--- src/rtl/mexp_pkg.sv ---
// Shared types and constants for the modular exponentiation unit.
`default_nettype none
package mexp_pkg;

  localparam int MW   = 63;  // modulus and input field width
  localparam int VW   = 62;  // width of a residue
  localparam int CW   = 6;   // step counter width

  localparam logic [MW-1:0] MOD_LIMIT = {1'b1, {VW{1'b0}}};
  localparam logic [MW-1:0] MOD_RESET = 63'd1000000007;
  localparam logic [CW-1:0] REDUCE_LAST = 6'd62;  // 63 reduction steps
  localparam logic [CW-1:0] RUN_LAST    = 6'd61;  // 62 product steps

  // One modular product in flight: partial sum, doubled operand, multiplier bits.
  typedef struct packed {
    logic [VW-1:0] acc;
    logic [VW-1:0] dbl;
    logic [VW-1:0] y;
  } prod_tok_t;

  typedef enum logic [2:0] {
    ST_IDLE,
    ST_REDUCE,
    ST_LOOP,
    ST_RUN,
    ST_NEXT,
    ST_DONE
  } state_t;

endpackage
`default_nettype wire

--- src/rtl/modular_exponentiation_unit.sv ---
// Top level of the modular exponentiation unit.
// Computes base^exponent mod modulus by right-to-left square-and-multiply, one
// item at a time. The base is first reduced by a restoring shift-subtract
// pass. For each exponent bit up to the highest set bit, the square and the
// multiply are loaded, circulate together through a ring of two shift-add
// cells for 62 steps, and are collected. A modulus of zero or one gives 0
// right away; a modulus above 2^62 is used as 2^62. The modulus may be
// written only while idle.
`default_nettype none
module modular_exponentiation_unit (
  input  wire logic         clk,
  input  wire logic         rst,
  input  wire logic         cfg_valid,
  output logic              cfg_ready,
  input  wire logic [62:0]  cfg_data,       // modulus
  input  wire logic         s_axis_tvalid,
  output logic              s_axis_tready,
  input  wire logic [127:0] s_axis_tdata,   // [62:0] base, [125:63] exponent
  output logic              m_axis_tvalid,
  input  wire logic         m_axis_tready,
  output logic [63:0]       m_axis_tdata    // [61:0] power
);
  import mexp_pkg::*;

  state_t        state, state_next;
  logic [MW-1:0] modulus;
  logic [MW-1:0] m_eff;
  logic [CW-1:0] cnt;
  logic [MW-1:0] b_sh;
  logic [MW-1:0] e;
  logic [VW-1:0] b;
  logic [VW-1:0] acc;
  logic [VW-1:0] result;
  logic [MW-1:0] rem_t;
  logic          in_acc;
  logic          out_write;
  logic          load;
  prod_tok_t     sq_load, mul_load, tok0, tok1;

  assign m_eff     = (modulus > MOD_LIMIT) ? MOD_LIMIT : modulus;
  assign cfg_ready = 1'b1;
  assign in_acc    = s_axis_tvalid && s_axis_tready;

  always_ff @(posedge clk) begin
    if (rst) begin
      modulus <= MOD_RESET;
    end else if (cfg_valid) begin
      modulus <= cfg_data;
    end
  end

  // Next-state logic.
  always_comb begin
    state_next = state;
    case (state)
      ST_IDLE: begin
        if (in_acc) begin
          state_next = (m_eff <= 63'd1) ? ST_DONE : ST_REDUCE;
        end
      end
      ST_REDUCE: if (cnt == '0) state_next = ST_LOOP;
      ST_LOOP:   state_next = (e == '0) ? ST_DONE : ST_RUN;
      ST_RUN:    if (cnt == '0) state_next = ST_NEXT;
      ST_NEXT:   state_next = ST_LOOP;
      ST_DONE:   if (!m_axis_tvalid || m_axis_tready) state_next = ST_IDLE;
      default:   state_next = ST_IDLE;
    endcase
  end

  // Control outputs.
  always_comb begin
    s_axis_tready = 1'b0;
    load          = 1'b0;
    out_write     = 1'b0;
    case (state)
      ST_IDLE: s_axis_tready = 1'b1;
      ST_LOOP: load = (e != '0);
      ST_DONE: out_write = !m_axis_tvalid || m_axis_tready;
      default: ;
    endcase
  end

  always_ff @(posedge clk) begin
    if (rst) begin
      state <= ST_IDLE;
    end else begin
      state <= state_next;
    end
  end

  // Restoring reduction step: remainder stays below m, so 62 bits hold it.
  always_comb begin
    rem_t = {b[VW-1:0], b_sh[MW-1]};
    if (rem_t >= m_eff) begin
      rem_t = rem_t - m_eff;
    end
  end

  always_ff @(posedge clk) begin
    case (state)
      ST_IDLE: begin
        b_sh   <= s_axis_tdata[62:0];
        e      <= s_axis_tdata[125:63];
        b      <= '0;
        acc    <= {{(VW-1){1'b0}}, 1'b1};
        result <= '0;
        cnt    <= REDUCE_LAST;
      end
      ST_REDUCE: begin
        b    <= rem_t[VW-1:0];
        b_sh <= {b_sh[MW-2:0], 1'b0};
        cnt  <= cnt - 1'b1;
      end
      ST_LOOP: begin
        cnt    <= RUN_LAST;
        result <= acc;
      end
      ST_RUN: cnt <= cnt - 1'b1;
      ST_NEXT: begin
        b <= tok0.acc;
        if (e[0]) begin
          acc <= tok1.acc;
        end
        e <= {1'b0, e[MW-1:1]};
      end
      default: ;
    endcase
  end

  assign sq_load  = '{acc: '0, dbl: b,   y: b};
  assign mul_load = '{acc: '0, dbl: acc, y: b};

  // Two-cell ring: the square and the multiply swap cells every cycle and
  // after an even number of steps sit back where they were loaded.
  mexp_cell u_cell0 (
    .clk      (clk),
    .m        (m_eff),
    .load     (load),
    .load_tok (sq_load),
    .in_tok   (tok1),
    .out_tok  (tok0)
  );

  mexp_cell u_cell1 (
    .clk      (clk),
    .m        (m_eff),
    .load     (load),
    .load_tok (mul_load),
    .in_tok   (tok0),
    .out_tok  (tok1)
  );

  always_ff @(posedge clk) begin
    if (rst) begin
      m_axis_tvalid <= 1'b0;
    end else if (out_write) begin
      m_axis_tvalid <= 1'b1;
    end else if (m_axis_tready) begin
      m_axis_tvalid <= 1'b0;
    end
  end

  always_ff @(posedge clk) begin
    if (out_write) begin
      m_axis_tdata <= {2'b00, result};
    end
  end

endmodule
`default_nettype wire

--- src/rtl/mexp_cell.sv ---
// One shift-and-add cell of the product ring: a single step of x*y mod m.
`default_nettype none
module mexp_cell (
  input  wire logic                    clk,
  input  wire logic [mexp_pkg::MW-1:0] m,
  input  wire logic                    load,
  input  wire mexp_pkg::prod_tok_t     load_tok,
  input  wire mexp_pkg::prod_tok_t     in_tok,
  output mexp_pkg::prod_tok_t          out_tok
);
  import mexp_pkg::*;

  prod_tok_t     step;
  logic [MW-1:0] sum;
  logic [MW-1:0] dbl2;

  always_comb begin
    step = in_tok;
    sum  = {1'b0, in_tok.acc} + {1'b0, in_tok.dbl};
    if (sum >= m) begin
      sum = sum - m;
    end
    if (in_tok.y[0]) begin
      step.acc = sum[VW-1:0];
    end
    dbl2 = {in_tok.dbl, 1'b0};
    if (dbl2 >= m) begin
      dbl2 = dbl2 - m;
    end
    step.dbl = dbl2[VW-1:0];
    step.y   = {1'b0, in_tok.y[VW-1:1]};
  end

  always_ff @(posedge clk) begin
    if (load) begin
      out_tok <= load_tok;
    end else begin
      out_tok <= step;
    end
  end

endmodule
`default_nettype wire

--- config.mk ---
export PLATFORM = sky130hd
export DESIGN_NAME = modular_exponentiation_unit
export DESIGN_NICKNAME = d
export VERILOG_FILES = /design/src/rtl/mexp_pkg.sv /design/src/rtl/modular_exponentiation_unit.sv /design/src/rtl/mexp_cell.sv
export SDC_FILE = /design/constraint.sdc
export NUM_CORES = 2
export LEC_CHECK = 0
export BUFFER_PORTS_ARGS = -buffer_cell sky130_fd_sc_hd__buf_2
export CAP_MARGIN = 15
export CORE_MARGIN = 3
export CORE_UTILIZATION = 45
export CTS_CLUSTER_SIZE = 25
export DETAILED_ROUTE_END_ITERATION = 10
export GPL_TIMING_DRIVEN = 1
export SYNTH_ARGS = -nofsm -noshare
export SYNTH_HDL_FRONTEND = slang
export SYNTH_HIERARCHICAL = 1
export SYNTH_SLANG_ARGS = --single-unit
--- constraint.sdc ---
create_clock -name clk -period 8.3 [get_ports clk]
set_input_delay 1.245 -clock clk [delete_from_list [all_inputs] [get_ports clk]]
set_output_delay 1.245 -clock clk [all_outputs]
set_load 0.01 [all_outputs]
==> results.md <==
* Unique masters post-synth at 107
* Measured slew at the worst slew-check pin at 1.232 ns
* Post-CTS Setup Bufs at 0
* Die height at 370.6 µm
* Syn-to-layout area delta at 10.49%
* DR iter-0 viols at 6495
* Seq/Total Area, Yosys at 0.3376
* Nets at 7855
* Async set or reset register ratio after synthesis at 0
* DP HPWL at 196.0 mm
* HP Start: result[18]
* CORE AREA at 0.1318 mm²
* Synth Register Bits at 819
* FF-to-FF End: u_cell1/out_tok[134]
* Final min period at 7.300 ns
* Worst EP required at 8.91 ns
* Fmax at 137.0 MHz
* Area of the mapped netlist at 0.05982 mm²
* Mapped Cells at 7059
* EDFF count, synth at 380
* Largest net degree at the start of global routing at 174
* # setup viols final at 0
* Max-Cap Viols at 0
* Placer Congestion at 0.9864
* Crit Path Max Fanout at 65
* Root Driver: clkbuf_16
* Grt met3 use at 0.07806
* Die area at 0.1374 mm²
* ANT nets after route at 0
* Max incr delay on CP at 0.56 ns
* Final period util at 0.8796
* IO buf count at 257
* Leading area contributor after synthesis: edfxtp_1
* Grt ovf at 0
* Drc violations at 0
* Avg Cell Area, Syn at 8.475 µm²
* Synth top area cells: edfxtp_1, dfxtp_1, ha_1, nand2_1, a21oi_1
* Worst-skew pair later-pin latency at 0.70 ns
* Slew Limit Fails at 0
* Clk sinks at 819
* Worst hold path class: register to register
* CP Capture Type: register
* Crit-path slowest cell: dfxtp_1
* Max clock buf depth at 3
* CP Buf/Inv Count at 2
* Chip width at 370.6 µm
* Post_cts resized at 0
* Critical-path cell list: ha_1, inv_1, fa_1, nand2b_1, a21oi_1, o211ai_1, a211oi_1, o311ai_1, nand2_1, a31oi_1, o311ai_0, xor2_1, ha_1, and2_1, nand4_1, or3_1, o31a_1, o21ai_0, a21oi_4, buf_12, o211ai_1, o21ai_0, o21ai_0
* R2R cell count at 23
* Row cnt at 133
* WP data arrival at 7.91 ns
* Synth top area share at 0.1907
* Crit path launch: u_cell0/out_tok[124]
* CTS tree: yes
* Worst slew margin at 0.1700
* Primary FF master, synth: dfxtp_1
* Gr usage total at 0.3417
* Initial DRT Pass Iterations at 6
* Initial Util at 0.4539
* RSZ-0062 raised after global routing: no
* Met2 GRT Util at 0.4618
* Worst Skew at 0.05052 ns
* Status: finished clean
* First-pass GRT wire length at 346.7 mm
* Critical path depth in cells at 23
* Worst-path clk slew at 0.06 ns
* DR WL/cell at 26.74 µm
* Routed WL at 242.2 mm
* R2R Path Start: u_cell0/out_tok[124]
* Num CTS Buffers at 95
* Most common cell in the synthesized netlist: nand2_1
* # IOs at 263
* Setup_tns at 0 ns
* Critical Path Sink: u_cell1/out_tok[134]
* Via count at 55950
* Share of layout cells above drive strength 1 at 0.1100
* CP startpoint kind: register
* Number of global-route vias before repair at 51500
* Ys Warns at 6
* Final Hold Viols at 0
* Initial antenna violation count at 10
* Crit Path Class: register to register
* Via-per-instance ratio at 6.178
* Largest delay contributor family on the critical path: compound AO/OA/AOI/OAI gates
* Synth top cells by count: nand2_1, a21oi_1, o21ai_0
* Cts hold-fix bufs at 0
* CP dominant cell by count: o21ai_0
* GR peak layer: met1
* GRT met1 Usage at 0.5317
* Htree depth at 3
* Flop-to-flop setup slack at 1.0 ns
## layout make-up
type	instances	area, µm²
timing repair buffer	342	2039
tap	1755	2196
sequential	819	20200
clock buffer	125	2594
clock inverter	53	520.5
antenna	11	27.53
multi-input combinational	5614	37250
fill	12860	65700
inverter	338	1269
## stage by stage
step                      utilization  cell area (µm²)  setup WS, ns  hold slack [ns]  instances
after floorplan                     -            60290         3.131           0.4003       7184
after global placement         0.4776            62940         1.191           0.4002       8866
after detailed placement       0.4776            62940         1.143           0.4045       8866
after CTS                      0.5012            66060         1.093           0.4150       9044
after global routing           0.5013            66070        0.7521           0.4235       9046
final                          0.5015            66100        0.9997           0.4166       9057
## cells by family (layout without fill, tap and decap cells)
family,count (synthesis),in the layout,synth area share
AOI/OAI and AO/OA,2180,2180,0.2336
xor gates and xnor gates,393,393,0.05754
adders and majority gates,449,449,0.09479
buffers and inverters,751,858,0.04994
DFF,819,819,0.3376
muxes,314,314,0.05716
other,2,138,0.0001255
and+or+nand+nor,2151,2151,0.1692
## worst register-to-register path, cell delays in order, from the launching register on
cell and delay (ns):
dfxtp_1 0.56, ha_1 0.28, inv_1 0.06, fa_1 0.40, nand2b_1 0.18, a21oi_1 0.28
o211ai_1 0.24, a211oi_1 0.47, o311ai_1 0.30, nand2_1 0.25, a31oi_1 0.19, o311ai_0 0.56
xor2_1 0.21, ha_1 0.45, and2_1 0.23, nand4_1 0.18, or3_1 0.41, o31a_1 0.30
o21ai_0 0.18, a21oi_4 0.09, buf_12 0.21, o211ai_1 0.38, o21ai_0 0.51, o21ai_0 0.31
## worst min-delay path by stage
stage          slack [ns]  depth (start not counted)                  end
2_1_floorplan        0.40                          0      m_axis_tdata[0]
3_3_place_gp         0.40                          0     m_axis_tdata[60]
3_5_place_dp         0.40                          0     m_axis_tdata[21]
4_1_cts              0.41                          1  u_cell0/out_tok[35]
5_1_grt              0.42                          0     m_axis_tdata[60]
6_report             0.42                          0     m_axis_tdata[18]
## sequential cells by signal, summed over array words and instances (netlist names), 6 cells and up
name and flops:
b 62, result 62, m_axis_tdata 62, u_cell1/out_tok 186, modulus 63, cnt 6, b_sh 63, u_cell0/out_tok 186
e 63, acc 62
## metal layers
layer  wire length [µm]  vias to the layer above
met3              26440                      293
met1             115500                    26850
met4               7157                        8
met5                 45                        -
li1                   -                    26070
met2              93000                     2733
## cells in the final DEF, fill, tap and decap left out, types with 93 or more instances in the layout
cell type and count:
buf_2 256, a21o_1 226, nand4_1 204, conb_1 127
clkbuf_16 98, mux2i_1 93, a21oi_1 627, inv_1 335
and3_1 177, nand2_1 860, o21bai_1 108, xnor2_1 238
dfxtp_1 435, mux2_2 221, xor2_1 155, nand3_1 101
o21ai_0 465, ha_1 442, edfxtp_1 380, nor2_1 425
Power is not shown: default switching activity piles up to over one toggle a cycle in this logic, so the estimate is an artifact.
